**config.mk**
```make
export PLATFORM = sky130hd
export DESIGN_NAME = pending_transaction_retry_table
export DESIGN_NICKNAME = d
export VERILOG_FILES = /design/src/sv/ptrt_pkg.sv /design/src/sv/ptrt_ram.sv /design/src/sv/ptrt_ctrl.sv /design/src/sv/ptrt_dp.sv /design/src/sv/pending_transaction_retry_table.sv
export SDC_FILE = /design/constraint.sdc
export NUM_CORES = 2
export LEC_CHECK = 0
export BUFFER_PORTS_ARGS = -buffer_cell sky130_fd_sc_hd__buf_4
export CAP_MARGIN = 10
export CORE_MARGIN = 1
export CORE_UTILIZATION = 55
export DETAILED_ROUTE_END_ITERATION = 12
export PLACE_DENSITY = 0.72
export SYNTH_ARGS = -nofsm -noshare
export SYNTH_HDL_FRONTEND = slang
export SYNTH_SLANG_ARGS = --single-unit
```
**constraint.sdc**
```tcl
create_clock -name clk_i -period 14.8 [get_ports clk_i]
set_input_delay 2.96 -clock clk_i [delete_from_list [all_inputs] [get_ports clk_i]]
set_output_delay 2.96 -clock clk_i [all_outputs]
set_load 0.05 [all_outputs]
```
**src/sv/ptrt_pkg.sv**
```systemverilog
// Types and constants shared by the pending transaction retry table.
// No dependencies.
`timescale 1ns / 1ps
package ptrt_pkg;

  typedef enum logic [2:0] {
    CMD_ADD_CLIENT = 3'd0,
    CMD_ADD_SERVER = 3'd1,
    CMD_ADD_ROOM   = 3'd2,
    CMD_RECEIVE    = 3'd3,
    CMD_SCAN       = 3'd4,
    CMD_RELEASE    = 3'd5,
    CMD_CLEAR      = 3'd6,
    CMD_NONE       = 3'd7
  } cmd_e;

  typedef enum logic [3:0] {
    KIND_ADDED     = 4'd0,
    KIND_FULL      = 4'd1,
    KIND_FOUND     = 4'd2,
    KIND_NOT_FOUND = 4'd3,
    KIND_RESEND    = 4'd4,
    KIND_LOST      = 4'd5,
    KIND_LOST_IMP  = 4'd6,
    KIND_PROCESS   = 4'd7,
    KIND_DONE      = 4'd8
  } kind_e;

  typedef enum logic [2:0] {
    DP_NOP,
    DP_LATCH,
    DP_ADD,
    DP_READ,
    DP_EVAL,
    DP_FIN
  } dp_op_e;

  typedef enum logic [2:0] {
    ST_IDLE,
    ST_ADD,
    ST_READ,
    ST_EVAL,
    ST_FIN
  } ctrl_state_e;

  typedef struct packed {
    logic [1:0] age;
    logic [1:0] rcv;
    logic [2:0] retries;
    logic       before_login;
    logic       important;
    logic       payload;
    logic       server;
  } status_t;

  typedef struct packed {
    logic [15:0] code;
    logic [15:0] seq;
    logic [7:0]  room_op;
    logic [31:0] room_number;
    status_t     status;
  } entry_t;

  localparam int unsigned EntryWidth = $bits(entry_t);

  typedef struct packed {
    cmd_e in_cmd;
    logic rd_done;
    logic can_emit;
    logic ev_end;
  } dp_stat_t;

  localparam logic [2:0] ADDR_RETRY_BUDGET = 3'd0;
  localparam logic [2:0] ADDR_ROOM_CODE    = 3'd4;
  localparam logic [2:0] RETRY_RESET       = 3'd3;

endpackage

```
**src/sv/ptrt_ram.sv**
```systemverilog
// Generic single-write, single-read RAM with registered read data.
// No dependencies.
`timescale 1ns / 1ps
module ptrt_ram #(
  parameter int unsigned Width = 8,
  parameter int unsigned Depth = 16
) (
  input  logic                     clk_i,
  input  logic                     we_i,
  input  logic [$clog2(Depth)-1:0] waddr_i,
  input  logic [Width-1:0]         wdata_i,
  input  logic                     re_i,
  input  logic [$clog2(Depth)-1:0] raddr_i,
  output logic [Width-1:0]         rdata_o
);

  logic [Width-1:0] mem_q [Depth];
  logic [Width-1:0] rdata_q;

  always_ff @(posedge clk_i) begin
    if (we_i) begin
      mem_q[waddr_i] <= wdata_i;
    end
    if (re_i) begin
      rdata_q <= mem_q[raddr_i];
    end
  end

  assign rdata_o = rdata_q;

endmodule

```
**src/sv/ptrt_ctrl.sv**
```systemverilog
// Sequencing state machine of the retry table.
// Depends on ptrt_pkg.
`timescale 1ns / 1ps
module ptrt_ctrl (
  input  logic               clk_i,
  input  logic               rst_ni,
  input  logic               in_valid_i,
  output logic               in_stall_o,
  input  ptrt_pkg::dp_stat_t stat_i,
  output ptrt_pkg::dp_op_e   op_o
);
  import ptrt_pkg::*;

  ctrl_state_e state_q, state_d;

  always_ff @(posedge clk_i or negedge rst_ni) begin
    if (!rst_ni) begin
      state_q <= ST_IDLE;
    end else begin
      state_q <= state_d;
    end
  end

  always_comb begin
    state_d    = state_q;
    op_o       = DP_NOP;
    in_stall_o = 1'b1;
    unique case (state_q)
      ST_IDLE: begin
        in_stall_o = 1'b0;
        if (in_valid_i) begin
          op_o = DP_LATCH;
          unique case (stat_i.in_cmd)
            CMD_ADD_CLIENT, CMD_ADD_SERVER, CMD_ADD_ROOM: state_d = ST_ADD;
            CMD_RECEIVE, CMD_SCAN, CMD_RELEASE:          state_d = ST_READ;
            default:                                     state_d = ST_FIN;
          endcase
        end
      end
      ST_ADD: begin
        if (stat_i.can_emit) begin
          op_o    = DP_ADD;
          state_d = ST_IDLE;
        end
      end
      ST_READ: begin
        if (stat_i.rd_done) begin
          state_d = ST_FIN;
        end else begin
          op_o    = DP_READ;
          state_d = ST_EVAL;
        end
      end
      ST_EVAL: begin
        if (stat_i.can_emit) begin
          op_o    = DP_EVAL;
          state_d = stat_i.ev_end ? ST_IDLE : ST_READ;
        end
      end
      ST_FIN: begin
        if (stat_i.can_emit) begin
          op_o    = DP_FIN;
          state_d = ST_IDLE;
        end
      end
      default: state_d = ST_IDLE;
    endcase
  end

`ifndef ASSERT_OFF
  a_accept_leaves_idle: assert property (@(posedge clk_i) disable iff (!rst_ni)
    (in_valid_i && !in_stall_o) |=> state_q != ST_IDLE)
    else $error("accepted transaction left controller idle");
  a_eval_after_read: assert property (@(posedge clk_i) disable iff (!rst_ni)
    (op_o == DP_READ) |=> state_q == ST_EVAL)
    else $error("read not followed by evaluation");
  a_emit_only_when_free: assert property (@(posedge clk_i) disable iff (!rst_ni)
    (op_o == DP_EVAL || op_o == DP_ADD || op_o == DP_FIN) |-> stat_i.can_emit)
    else $error("result issued while output register busy");
`endif

endmodule

```
**src/sv/ptrt_dp.sv**
```systemverilog
// Datapath of the retry table: item register, entry RAM, scan indexes, output register.
// Depends on ptrt_pkg and ptrt_ram.
`timescale 1ns / 1ps
module ptrt_dp #(
  parameter int unsigned TableDepth = 16
) (
  input  logic               clk_i,
  input  logic               rst_ni,
  input  ptrt_pkg::dp_op_e   op_i,
  output ptrt_pkg::dp_stat_t stat_o,
  input  logic [2:0]         retry_budget_i,
  input  logic [15:0]        room_code_i,
  input  logic [2:0]         cmd_i,
  input  logic [15:0]        msg_code_i,
  input  logic [15:0]        msg_seq_i,
  input  logic               important_i,
  input  logic               logged_in_i,
  input  logic               has_payload_i,
  input  logic [7:0]         room_op_i,
  input  logic [31:0]        room_number_i,
  output logic               out_valid_o,
  input  logic               out_stall_i,
  output logic [3:0]         kind_o,
  output logic [15:0]        entry_code_o,
  output logic [15:0]        entry_seq_o,
  output logic [7:0]         entry_room_op_o,
  output logic [31:0]        entry_room_number_o,
  output logic               entry_is_server_o,
  output logic               repeat_reply_o,
  output logic               last_o
);
  import ptrt_pkg::*;

  localparam int unsigned IdxW = $clog2(TableDepth);
  localparam int unsigned CntW = $clog2(TableDepth + 1);
  localparam logic [CntW-1:0] DepthC = CntW'(TableDepth);

  // latched transaction
  cmd_e        cmd_q;
  logic [15:0] code_q, seq_q;
  logic        imp_q, login_q, pay_q;
  logic [7:0]  rop_q;
  logic [31:0] rnum_q;

  logic [CntW-1:0] count_q, count_d, rd_q, rd_d, wr_q, wr_d;
  logic            copy_q, copy_d;

  logic            ovalid_q, ovalid_d;
  kind_e           okind_q, okind_d;
  entry_t          oent_q, oent_d;
  logic            orep_q, orep_d, olast_q, olast_d;

  logic            we, re;
  logic [IdxW-1:0] waddr;
  entry_t          wdata, rdata, add_e;
  logic            can_emit, ev_end, emit;

  ptrt_ram #(.Width(EntryWidth), .Depth(TableDepth)) u_ram (
    .clk_i  (clk_i),
    .we_i   (we),
    .waddr_i(waddr),
    .wdata_i(wdata),
    .re_i   (re),
    .raddr_i(rd_q[IdxW-1:0]),
    .rdata_o(rdata)
  );

  assign can_emit = !ovalid_q || !out_stall_i;

  always_ff @(posedge clk_i) begin
    if (op_i == DP_LATCH) begin
      cmd_q   <= cmd_e'(cmd_i);
      code_q  <= msg_code_i;
      seq_q   <= msg_seq_i;
      imp_q   <= important_i;
      login_q <= logged_in_i;
      pay_q   <= has_payload_i;
      rop_q   <= room_op_i;
      rnum_q  <= room_number_i;
    end
    if (emit) begin
      okind_q <= okind_d;
      oent_q  <= oent_d;
      orep_q  <= orep_d;
      olast_q <= olast_d;
    end
  end

  always_ff @(posedge clk_i or negedge rst_ni) begin
    if (!rst_ni) begin
      count_q  <= '0;
      rd_q     <= '0;
      wr_q     <= '0;
      copy_q   <= 1'b0;
      ovalid_q <= 1'b0;
    end else begin
      count_q  <= count_d;
      rd_q     <= rd_d;
      wr_q     <= wr_d;
      copy_q   <= copy_d;
      ovalid_q <= ovalid_d;
    end
  end

  // entry built by an add
  always_comb begin
    add_e                     = '0;
    add_e.code                = code_q;
    add_e.seq                 = seq_q;
    add_e.status.payload      = pay_q;
    unique case (cmd_q)
      CMD_ADD_CLIENT: begin
        add_e.status.important = imp_q;
        add_e.status.retries   = retry_budget_i;
      end
      CMD_ADD_SERVER: begin
        add_e.status.server       = 1'b1;
        add_e.status.before_login = !login_q;
        add_e.status.rcv          = 2'd1;
      end
      default: begin
        add_e.code             = room_code_i;
        add_e.room_op          = rop_q;
        add_e.room_number      = rnum_q;
        add_e.status.retries   = retry_budget_i;
      end
    endcase
  end

  always_comb begin
    status_t     ns;
    logic [1:0]  age_n;
    logic        keep;

    count_d = count_q;
    rd_d    = rd_q;
    wr_d    = wr_q;
    copy_d  = copy_q;
    we      = 1'b0;
    waddr   = wr_q[IdxW-1:0];
    wdata   = rdata;
    re      = 1'b0;
    emit    = 1'b0;
    ev_end  = 1'b0;
    okind_d = KIND_DONE;
    oent_d  = '0;
    orep_d  = 1'b0;
    olast_d = 1'b1;
    ns      = rdata.status;
    age_n   = (rdata.status.age < 2'd2) ? rdata.status.age + 2'd1 : 2'd2;
    keep    = 1'b1;

    unique case (op_i)
      DP_LATCH: begin
        rd_d   = '0;
        wr_d   = '0;
        copy_d = 1'b0;
      end
      DP_ADD: begin
        emit   = 1'b1;
        oent_d = add_e;
        if (count_q >= DepthC) begin
          okind_d = KIND_FULL;
        end else begin
          okind_d = KIND_ADDED;
          we      = 1'b1;
          waddr   = count_q[IdxW-1:0];
          wdata   = add_e;
          count_d = count_q + 1'b1;
        end
      end
      DP_READ: re = 1'b1;
      DP_EVAL: begin
        rd_d = rd_q + 1'b1;
        unique case (cmd_q)
          CMD_RECEIVE: begin
            if ({rdata.code, rdata.seq} == {code_q, seq_q}) begin
              if (rdata.status.rcv == 2'd0) ns.age = 2'd0;
              if (rdata.status.rcv < 2'd2) ns.rcv = rdata.status.rcv + 2'd1;
              we      = 1'b1;
              waddr   = rd_q[IdxW-1:0];
              wdata   = rdata;
              wdata.status = ns;
              ev_end  = 1'b1;
              emit    = 1'b1;
              okind_d = KIND_FOUND;
              oent_d  = rdata;
              orep_d  = ns.server && (ns.rcv > 2'd1) && ns.payload;
            end
          end
          CMD_RELEASE: begin
            if (rdata.status.server && rdata.status.before_login) begin
              ns.before_login = 1'b0;
              we      = 1'b1;
              waddr   = rd_q[IdxW-1:0];
              wdata.status = ns;
              emit    = 1'b1;
              okind_d = KIND_PROCESS;
              oent_d  = rdata;
              olast_d = 1'b0;
            end
          end
          default: begin
            oent_d  = rdata;
            olast_d = 1'b0;
            if (!copy_q && !rdata.status.before_login) begin
              ns.age = age_n;
              if (age_n <= 2'd1) begin
                keep = 1'b1;
              end else if (rdata.status.rcv != 2'd0) begin
                keep = 1'b0;
              end else if (rdata.status.server) begin
                keep = 1'b1;
              end else if (rdata.status.retries <= 3'd1) begin
                ns.retries = 3'd0;
                emit       = 1'b1;
                if (rdata.status.important) begin
                  okind_d = KIND_LOST_IMP;
                  olast_d = 1'b1;
                  copy_d  = 1'b1;
                end else begin
                  okind_d = KIND_LOST;
                  keep    = 1'b0;
                end
              end else begin
                ns.retries = rdata.status.retries - 3'd1;
                emit       = 1'b1;
                okind_d    = KIND_RESEND;
              end
            end
            if (keep) begin
              we           = 1'b1;
              wdata.status = ns;
              wr_d         = wr_q + 1'b1;
            end
          end
        endcase
      end
      DP_FIN: begin
        unique case (cmd_q)
          CMD_RECEIVE: begin
            emit    = 1'b1;
            okind_d = KIND_NOT_FOUND;
          end
          CMD_SCAN: begin
            count_d = wr_q;
            emit    = !copy_q;
          end
          CMD_CLEAR: begin
            count_d = '0;
            emit    = 1'b1;
          end
          default: emit = 1'b1;
        endcase
      end
      default: ;
    endcase

    if (emit) begin
      ovalid_d = 1'b1;
    end else if (!out_stall_i) begin
      ovalid_d = 1'b0;
    end else begin
      ovalid_d = ovalid_q;
    end
  end

  assign stat_o.in_cmd   = cmd_e'(cmd_i);
  assign stat_o.rd_done  = rd_q >= count_q;
  assign stat_o.can_emit = can_emit;
  assign stat_o.ev_end   = ev_end;

  assign out_valid_o         = ovalid_q;
  assign kind_o              = okind_q;
  assign entry_code_o        = oent_q.code;
  assign entry_seq_o         = oent_q.seq;
  assign entry_room_op_o     = oent_q.room_op;
  assign entry_room_number_o = oent_q.room_number;
  assign entry_is_server_o   = oent_q.status.server;
  assign repeat_reply_o      = orep_q;
  assign last_o              = olast_q;

`ifndef ASSERT_OFF
  a_count_bound: assert property (@(posedge clk_i) disable iff (!rst_ni)
    count_q <= DepthC)
    else $error("entry count beyond table depth");
  a_compact_order: assert property (@(posedge clk_i) disable iff (!rst_ni)
    wr_q <= rd_q)
    else $error("compaction write index ahead of read index");
  a_add_grows: assert property (@(posedge clk_i) disable iff (!rst_ni)
    (op_i == DP_ADD && count_q < DepthC) |=> count_q == $past(count_q) + 1'b1)
    else $error("add did not grow the table");
`endif

endmodule

```
**src/sv/pending_transaction_retry_table.sv**
```systemverilog
// Top level of the pending transaction retry table: APB register file,
// controller and datapath. Depends on ptrt_pkg, ptrt_ctrl, ptrt_dp.
//
// Usage: an input transaction (cmd and message fields) is taken when
// in_valid_i is high and in_stall_o low. Each transaction yields one or more
// result transactions on the output channel, the final one with last_o set.
// Receive, scan and release walk the table in order, with one RAM read and
// then one evaluate and write back per entry visited, and a closing step
// unless a receive finds its entry.
// Scan compacts the table as it goes, so removals keep entry order.
// One transaction is worked at a time; in_stall_o is high until the walk is
// finished and the last result has been loaded into the output register.
// A stalled output holds its transaction and the walk pauses until it is taken.
// Reset empties the table (entry count zero), sets retry_budget to 3 and
// room_message_code to 0; entry contents need no clearing.
// Registers: retry_budget at 0x0, room_message_code at 0x4.
`timescale 1ns / 1ps
module pending_transaction_retry_table #(
  parameter int unsigned TABLE_DEPTH = 16
) (
  input  logic        clk_i,
  input  logic        rst_ni,
  input  logic        psel,
  input  logic        penable,
  input  logic        pwrite,
  input  logic [2:0]  paddr,
  input  logic [31:0] pwdata,
  output logic [31:0] prdata,
  output logic        pready,
  input  logic        in_valid_i,
  output logic        in_stall_o,
  input  logic [2:0]  cmd_i,
  input  logic [15:0] msg_code_i,
  input  logic [15:0] msg_seq_i,
  input  logic        important_i,
  input  logic        logged_in_i,
  input  logic        has_payload_i,
  input  logic [7:0]  room_op_i,
  input  logic [31:0] room_number_i,
  output logic        out_valid_o,
  input  logic        out_stall_i,
  output logic [3:0]  kind_o,
  output logic [15:0] entry_code_o,
  output logic [15:0] entry_seq_o,
  output logic [7:0]  entry_room_op_o,
  output logic [31:0] entry_room_number_o,
  output logic        entry_is_server_o,
  output logic        repeat_reply_o,
  output logic        last_o
);
  import ptrt_pkg::*;

  logic [2:0]  retry_q;
  logic [15:0] room_code_q;
  logic        wr_en;
  dp_stat_t    stat;
  dp_op_e      op;

  assign pready = 1'b1;
  assign wr_en  = psel && penable && pwrite && pready;

  always_ff @(posedge clk_i or negedge rst_ni) begin
    if (!rst_ni) begin
      retry_q     <= RETRY_RESET;
      room_code_q <= '0;
    end else if (wr_en) begin
      if (paddr == ADDR_RETRY_BUDGET) retry_q <= pwdata[2:0];
      if (paddr == ADDR_ROOM_CODE) room_code_q <= pwdata[15:0];
    end
  end

  always_comb begin
    prdata = '0;
    if (paddr == ADDR_RETRY_BUDGET) prdata = {29'd0, retry_q};
    else if (paddr == ADDR_ROOM_CODE) prdata = {16'd0, room_code_q};
  end

  ptrt_ctrl u_ctrl (
    .clk_i     (clk_i),
    .rst_ni    (rst_ni),
    .in_valid_i(in_valid_i),
    .in_stall_o(in_stall_o),
    .stat_i    (stat),
    .op_o      (op)
  );

  ptrt_dp #(.TableDepth(TABLE_DEPTH)) u_dp (
    .clk_i              (clk_i),
    .rst_ni             (rst_ni),
    .op_i               (op),
    .stat_o             (stat),
    .retry_budget_i     (retry_q),
    .room_code_i        (room_code_q),
    .cmd_i              (cmd_i),
    .msg_code_i         (msg_code_i),
    .msg_seq_i          (msg_seq_i),
    .important_i        (important_i),
    .logged_in_i        (logged_in_i),
    .has_payload_i      (has_payload_i),
    .room_op_i          (room_op_i),
    .room_number_i      (room_number_i),
    .out_valid_o        (out_valid_o),
    .out_stall_i        (out_stall_i),
    .kind_o             (kind_o),
    .entry_code_o       (entry_code_o),
    .entry_seq_o        (entry_seq_o),
    .entry_room_op_o    (entry_room_op_o),
    .entry_room_number_o(entry_room_number_o),
    .entry_is_server_o  (entry_is_server_o),
    .repeat_reply_o     (repeat_reply_o),
    .last_o             (last_o)
  );

endmodule

```
# Word-level counts from Yosys, hierarchy flattened
# Memory sizes are Yosys's and may differ from the RTL's. A register that Yosys moved wholly into a read port is not among the register bits.
# Cells that the tools add are included.
# op_classes
add_sub_neg	6
mul	0
div_mod_pow	0
magnitude_cmp	7
eq_ne	35
shift	0
mux	112
n_bitwise	0
n_reduce_logical	32
# op_table
op	count
83-bit one-hot mux with 2 select lines	3
83-bit 2-to-1 mux	3
16-bit 2-to-1 mux	3
1-bit 2-to-1 mux	44
4-bit 2-to-1 mux	11
40-bit 2-to-1 mux	1
5-bit one-hot mux with 2 select lines	4
3-bit 2-to-1 mux	12
32-bit == test	1
3-bit == test, second input constant	9
2-bit 2-to-1 mux	12
4-bit one-hot mux with 2 select lines	3
11-bit 2-to-1 mux	2
11-bit one-hot mux with 2 select lines	1
3-bit by 2-bit == test with 1-bit output, second input constant	7
5-bit by 1-bit adder with 5-bit output, second input constant	3
5-bit 2-to-1 mux	3
3-bit one-hot mux with 5 select lines	1
2-bit inequality test, second input constant	7
3-bit by 1-bit == test with 1-bit output, second input constant	4
3-bit logical NOT	4
2-bit by 1-bit inequality test with 1-bit output, second input constant	6
3-bit one-hot mux with 4 select lines	1
4-bit one-hot mux with 3 select lines	1
other kinds (22)	46
# totals
ff_bits	196
latchBits	0
ram_bits	1328
rom_bits	0
output_inout_bits	114
mem_count	1
# memory_table
name	words	width	rd	rd_clocked_by_memory_dff	wr	line	text
u_dp.u_ram.mem_q	16	83	1	1	1	ptrt_ram.sv:17	logic [Width-1:0] mem_q [Depth];

# Logic depth before layout (Yosys ltp)
# depth
word_depth	13
depth_mapped	11
depth_no_buf	9

# Hierarchy
# From an unflattened synthesis, not the netlist that was laid out.
# unflattened
hier_cells	3157
hier_area_um2	62861.5
# modules_own_cells
mod	instances	cells_per_inst	area_each_um2
ptrt_ram	1	2129	52123.7
ptrt_dp	1	910	9382.7
pending_transaction_retry_table	1	84	1082.3
ptrt_ctrl	1	34	272.8

# Worst setup path after synthesis
# Ideal clock, no wire load.
# synth_path
path_type	input to register
startpoint	input port out_stall_i
endpoint	memory u_dp.u_ram.mem_q[0][0] (netlist bit) (enable)
t_arrival_ns	7.839
required_ns	14.275
path_slack_ns	6.436
cell_stages	7
path_cell_list	nand2_1 -> nand3_1 -> nor2_1 -> a221o_1 -> a311oi_1 -> nand2_1 -> nor2_1
# synth_via
elab_chain_cells	8
elab_cells_between_ends	12
# synth_rtl
element	line	text
start: declaration	pending_transaction_retry_table.sv:41	input logic out_stall_i,
1-bit logical NOT *	ptrt_dp.sv:68	assign can_emit = !ovalid_q || !out_stall_i;
1-bit logical OR *	ptrt_dp.sv:68	
3-bit 2-to-1 mux, or another cell as far along	ptrt_ctrl.sv:61	if (stat_i.can_emit) begin
3-bit one-hot mux with 5 select lines *	ptrt_ctrl.sv:28	unique case (state_q)
3-bit == test or 3-bit by 2-bit == test with 1-bit output (tied branches)	--	
1-bit one-hot mux with 2 select lines	ptrt_dp.sv:153	unique case (op_i)
1-bit 2-to-1 mux	ptrt_ram.sv:21	if (we_i) begin
1-bit 2-to-1 mux (not written as such)	ptrt_ram.sv:22	mem_q[waddr_i] <= wdata_i;
end: declaration	ptrt_ram.sv:17	
# Every way passes the cells marked *; elsewhere a longest branch is shown, timed or not.

# Final worst setup path
# layout_path
startpoint	input port out_stall_i
endpoint	memory u_dp.u_ram.mem_q[11][11] (netlist bit) (enable)
# Same word-level chain as after synthesis.

==> out/qor.csv <==
metric,value,unit
first_pass_iters,8,
detail_route.wirelength,144000,um
clock-root-buffer,sky130_fd_sc_hd__clkbuf_16,
clk_transition_reported_paths,0.06,ns
cts_resized,0,
final-hold-violation-count,0,
worst_setup_end_kind,register,
cts-buffers-inserted,160,
rows,122,
cts_max_path_buffers,3,
synth_top_cells_by_count,"sky130_fd_sc_hd__edfxtp_1 (1,568), sky130_fd_sc_hd__mux4_2 (415), sky130_fd_sc_hd__nand2_1 (168), sky130_fd_sc_hd__clkbuf_1 (85)",
maxClockFrequency,139,MHz
rsz0062_at_grt,no,
syn-instance-count,2811,
synth-seq-area-share,0.774,
crit_required,15.18,ns
design_power_total,12.8,mW
gp_congestion,0.898,
grt_start_max_net_pins,121,
post-route-worst-setup-slack,7.63,ns
synthDominantAreaCellType,sky130_fd_sc_hd__edfxtp_1,
grt_usage,0.256,
ir_drop,0.187,mV
grt_antenna_before_repair,0,
maxSlewHeadroom,0.134,
synth_area_leaders,"sky130_fd_sc_hd__edfxtp_1 (76%), sky130_fd_sc_hd__mux4_2 (15%), sky130_fd_sc_hd__dfrtp_1 (1.5%)",
grt_first_pass_wirelength,208000,um
area_growth,13.8,%
route.detailed.wl_per_inst,30.5,um
finish.cell_count_without_fillers,4715,
synth-async-reset-ratio,0.0243,
timing.setup.tns,0,ns
yosysMostFrequentCell,sky130_fd_sc_hd__edfxtp_1,
initial_core_util,0.558,
period_needed,7.17,ns
worst_skew_pair.late_latency,0.77,ns
yosys_register_bits,1607,
setup_clock_skew_after_layout,0.0405,ns
report.final.slew_viol_count,0,
die-area,114000,sq um
cp_common_cell,sky130_fd_sc_hd__buf_4,
tightest_slew,1.30,ns
core_area,111000,sq um
layout_worst_path_cycle_share,0.485,
place.port_buffers,200,
edff_count_synth,1568,
syn_area,62100,sq um
power.static_leakage,22.4,nW
min_path_type,reg2reg,
finish.net_count,3223,
mean_area_per_synthesized_cell,22.1,sq um
route.vias.total,30300,
worst-path-max-fanout,51,
critical_path.cell_chain,buf_4 > nand2_1 > nand3_1 > nor2_4 > buf_4 > a221o_1 > a311oi_1 > or2_1 > nor2_4 > buf_4 > buf_4,
timing.critical_path.slowest_cell_delay,0.74,ns
vias_in_the_first_global_route,30900,
synth_top_area_share,0.759,
htree_num_levels,4,
die_height,338,um
run_status,finished clean,
dpl.cell_count,4418,
critical_path_arrival,7.56,ns
dp_hpwl,76100,um
remaining_drc_errors,0,
detailedPlace.worstSlack,6.91,ns
grt_overflow_total,0,
final_core_util,0.634,
tritoncts_clock_tree,yes,
drt-vias-per-instance,6.43,
post-cts-setup-buffers,0,
post_cts_hold_buffer_count,0,
final_antenna_net_count,0,
power_per_cell_area,181,nW/um^2
cap_viol_max_count,0,
dr.first_iter.drc_count,4108,
yosys_most_used_dff,sky130_fd_sc_hd__edfxtp_1,
layout-drive-gt1-share,0.301,
criticalPathCategory,in2reg,
number_of_fill_cells,7170,
setup_viol_count_final,0,
dieWidth,338,um
startpoint_type_of_the_worst_setup_path,input port,
critical-path-slowest-cell,sky130_fd_sc_hd__buf_4,
worst-r2r-setup-slack,9.20,ns
synth-warning-count,0,
synth.lib_cells_used.distinct,66,
io_pins,234,
clock_sink_count,1607,
==> registers in the layout (all words and copies together) (netlist names), 5 cells and up <==
name                      flops
u_dp.entry_seq_o             16
u_dp.code_q                  16
u_dp.entry_code_o            16
u_dp.wr_q                     5
u_dp.count_q                  5
room_code_q                  16
u_dp.u_ram.mem_q           1328
u_dp.u_ram.rdata_o           83
u_dp.entry_room_op_o          8
u_dp.rop_q                    8
u_dp.entry_room_number_o     32
u_dp.rd_q                     5
u_dp.rnum_q                  32
u_dp.seq_q                   16
==> power breakdown <==
group / internal, mW / total, mW / switching (mW)
registers: 5.90 / 6.11 / 0.212
clock network: 2.27 / 3.98 / 1.71
logic: 0.974 / 2.68 / 1.71
total: 9.14 / 12.8 / 3.63
==> layout make-up <==
type                       instances  area (sq um)  share of cell area
timing repair buffer             264          2010              0.0284
sequential                      1607         48100               0.681
clock inverter                    95          1000              0.0142
inverter                          15          61.3            0.000868
antenna                            1          2.50           0.0000354
multi-input combinational       1044         13400               0.190
tap                             1488          1860              0.0264
clock buffer                     201          4180              0.0592
==> logic make-up after synthesis <==
kind of cell,Yosys count,synth area share
fa+ha+maj,11,0.00222
buf+inv,175,0.0124
simple gates,354,0.0267
mux,455,0.157
other cells,2,0.000121
xor+xnor,35,0.00494
flops,1607,0.774
compound gates,172,0.0216
==> through the flow <==
stage / hold slack [ns] / cell area, sq um
detailed placement: 0.493 / 65400
CTS: 0.505 / 70600
global placement: 0.491 / 65400
global route: 0.539 / 70600
floorplan: 0.464 / 62100
finish: 0.515 / 70600
==> path summary, 6_finish.rpt <==
check	from	cells after the start	end
max	out_stall_i	11	u_dp.u_ram.mem_q[11][11]$_DFFE_PP_
min	u_dp.rd_q[4]$_DFFE_PN0P_	1	u_dp.rd_q[4]$_DFFE_PN0P_
max reg2reg	u_ctrl.state_q[2]$_DFFE_PN0P_	10	u_dp.u_ram.mem_q[11][11]$_DFFE_PP_
min reg2reg	u_dp.rd_q[4]$_DFFE_PN0P_	1	u_dp.rd_q[4]$_DFFE_PN0P_
max in group asynchronous	rst_ni	1	u_dp.rd_q[3]$_DFFE_PN0P_
min in group asynchronous	rst_ni	1	room_code_q[6]$_DFFE_PN0P_
==> layout by cell type, fill, tap and decap left out, types with 32 or more instances in the layout <==
cell,Yosys,layout
sky130_fd_sc_hd__clkbuf_1,85,39
sky130_fd_sc_hd__xnor2_1,32,32
sky130_fd_sc_hd__dfrtp_1,37,33
sky130_fd_sc_hd__a22o_1,52,52
sky130_fd_sc_hd__mux4_2,415,415
sky130_fd_sc_hd__buf_4,24,262
sky130_fd_sc_hd__clkbuf_16,0,160
sky130_fd_sc_hd__nand3_1,51,51
sky130_fd_sc_hd__nand2_1,168,167
sky130_fd_sc_hd__nor2_1,52,37
sky130_fd_sc_hd__edfxtp_1,1568,1568
==> layer usage <==
metal | part of all wire | global-route usage
met2 | 0.50 | 0.414
met1 | 0.39 | 0.361
met3 | 0.087 | 0.0489
met4 | 0.023 | 0.0731
met5 | 0 | 0
==> worst max-delay path: cells and delay by family <==
| family | cells | cell delay, ns |
|---|---|---|
| buffers and inverters | 4 | 2.25 |
| and+or+nand+nor | 5 | 1.82 |
| AOI/OAI and AO/OA | 2 | 0.40 |
Note: power is estimated with default switching activity, not from simulation.
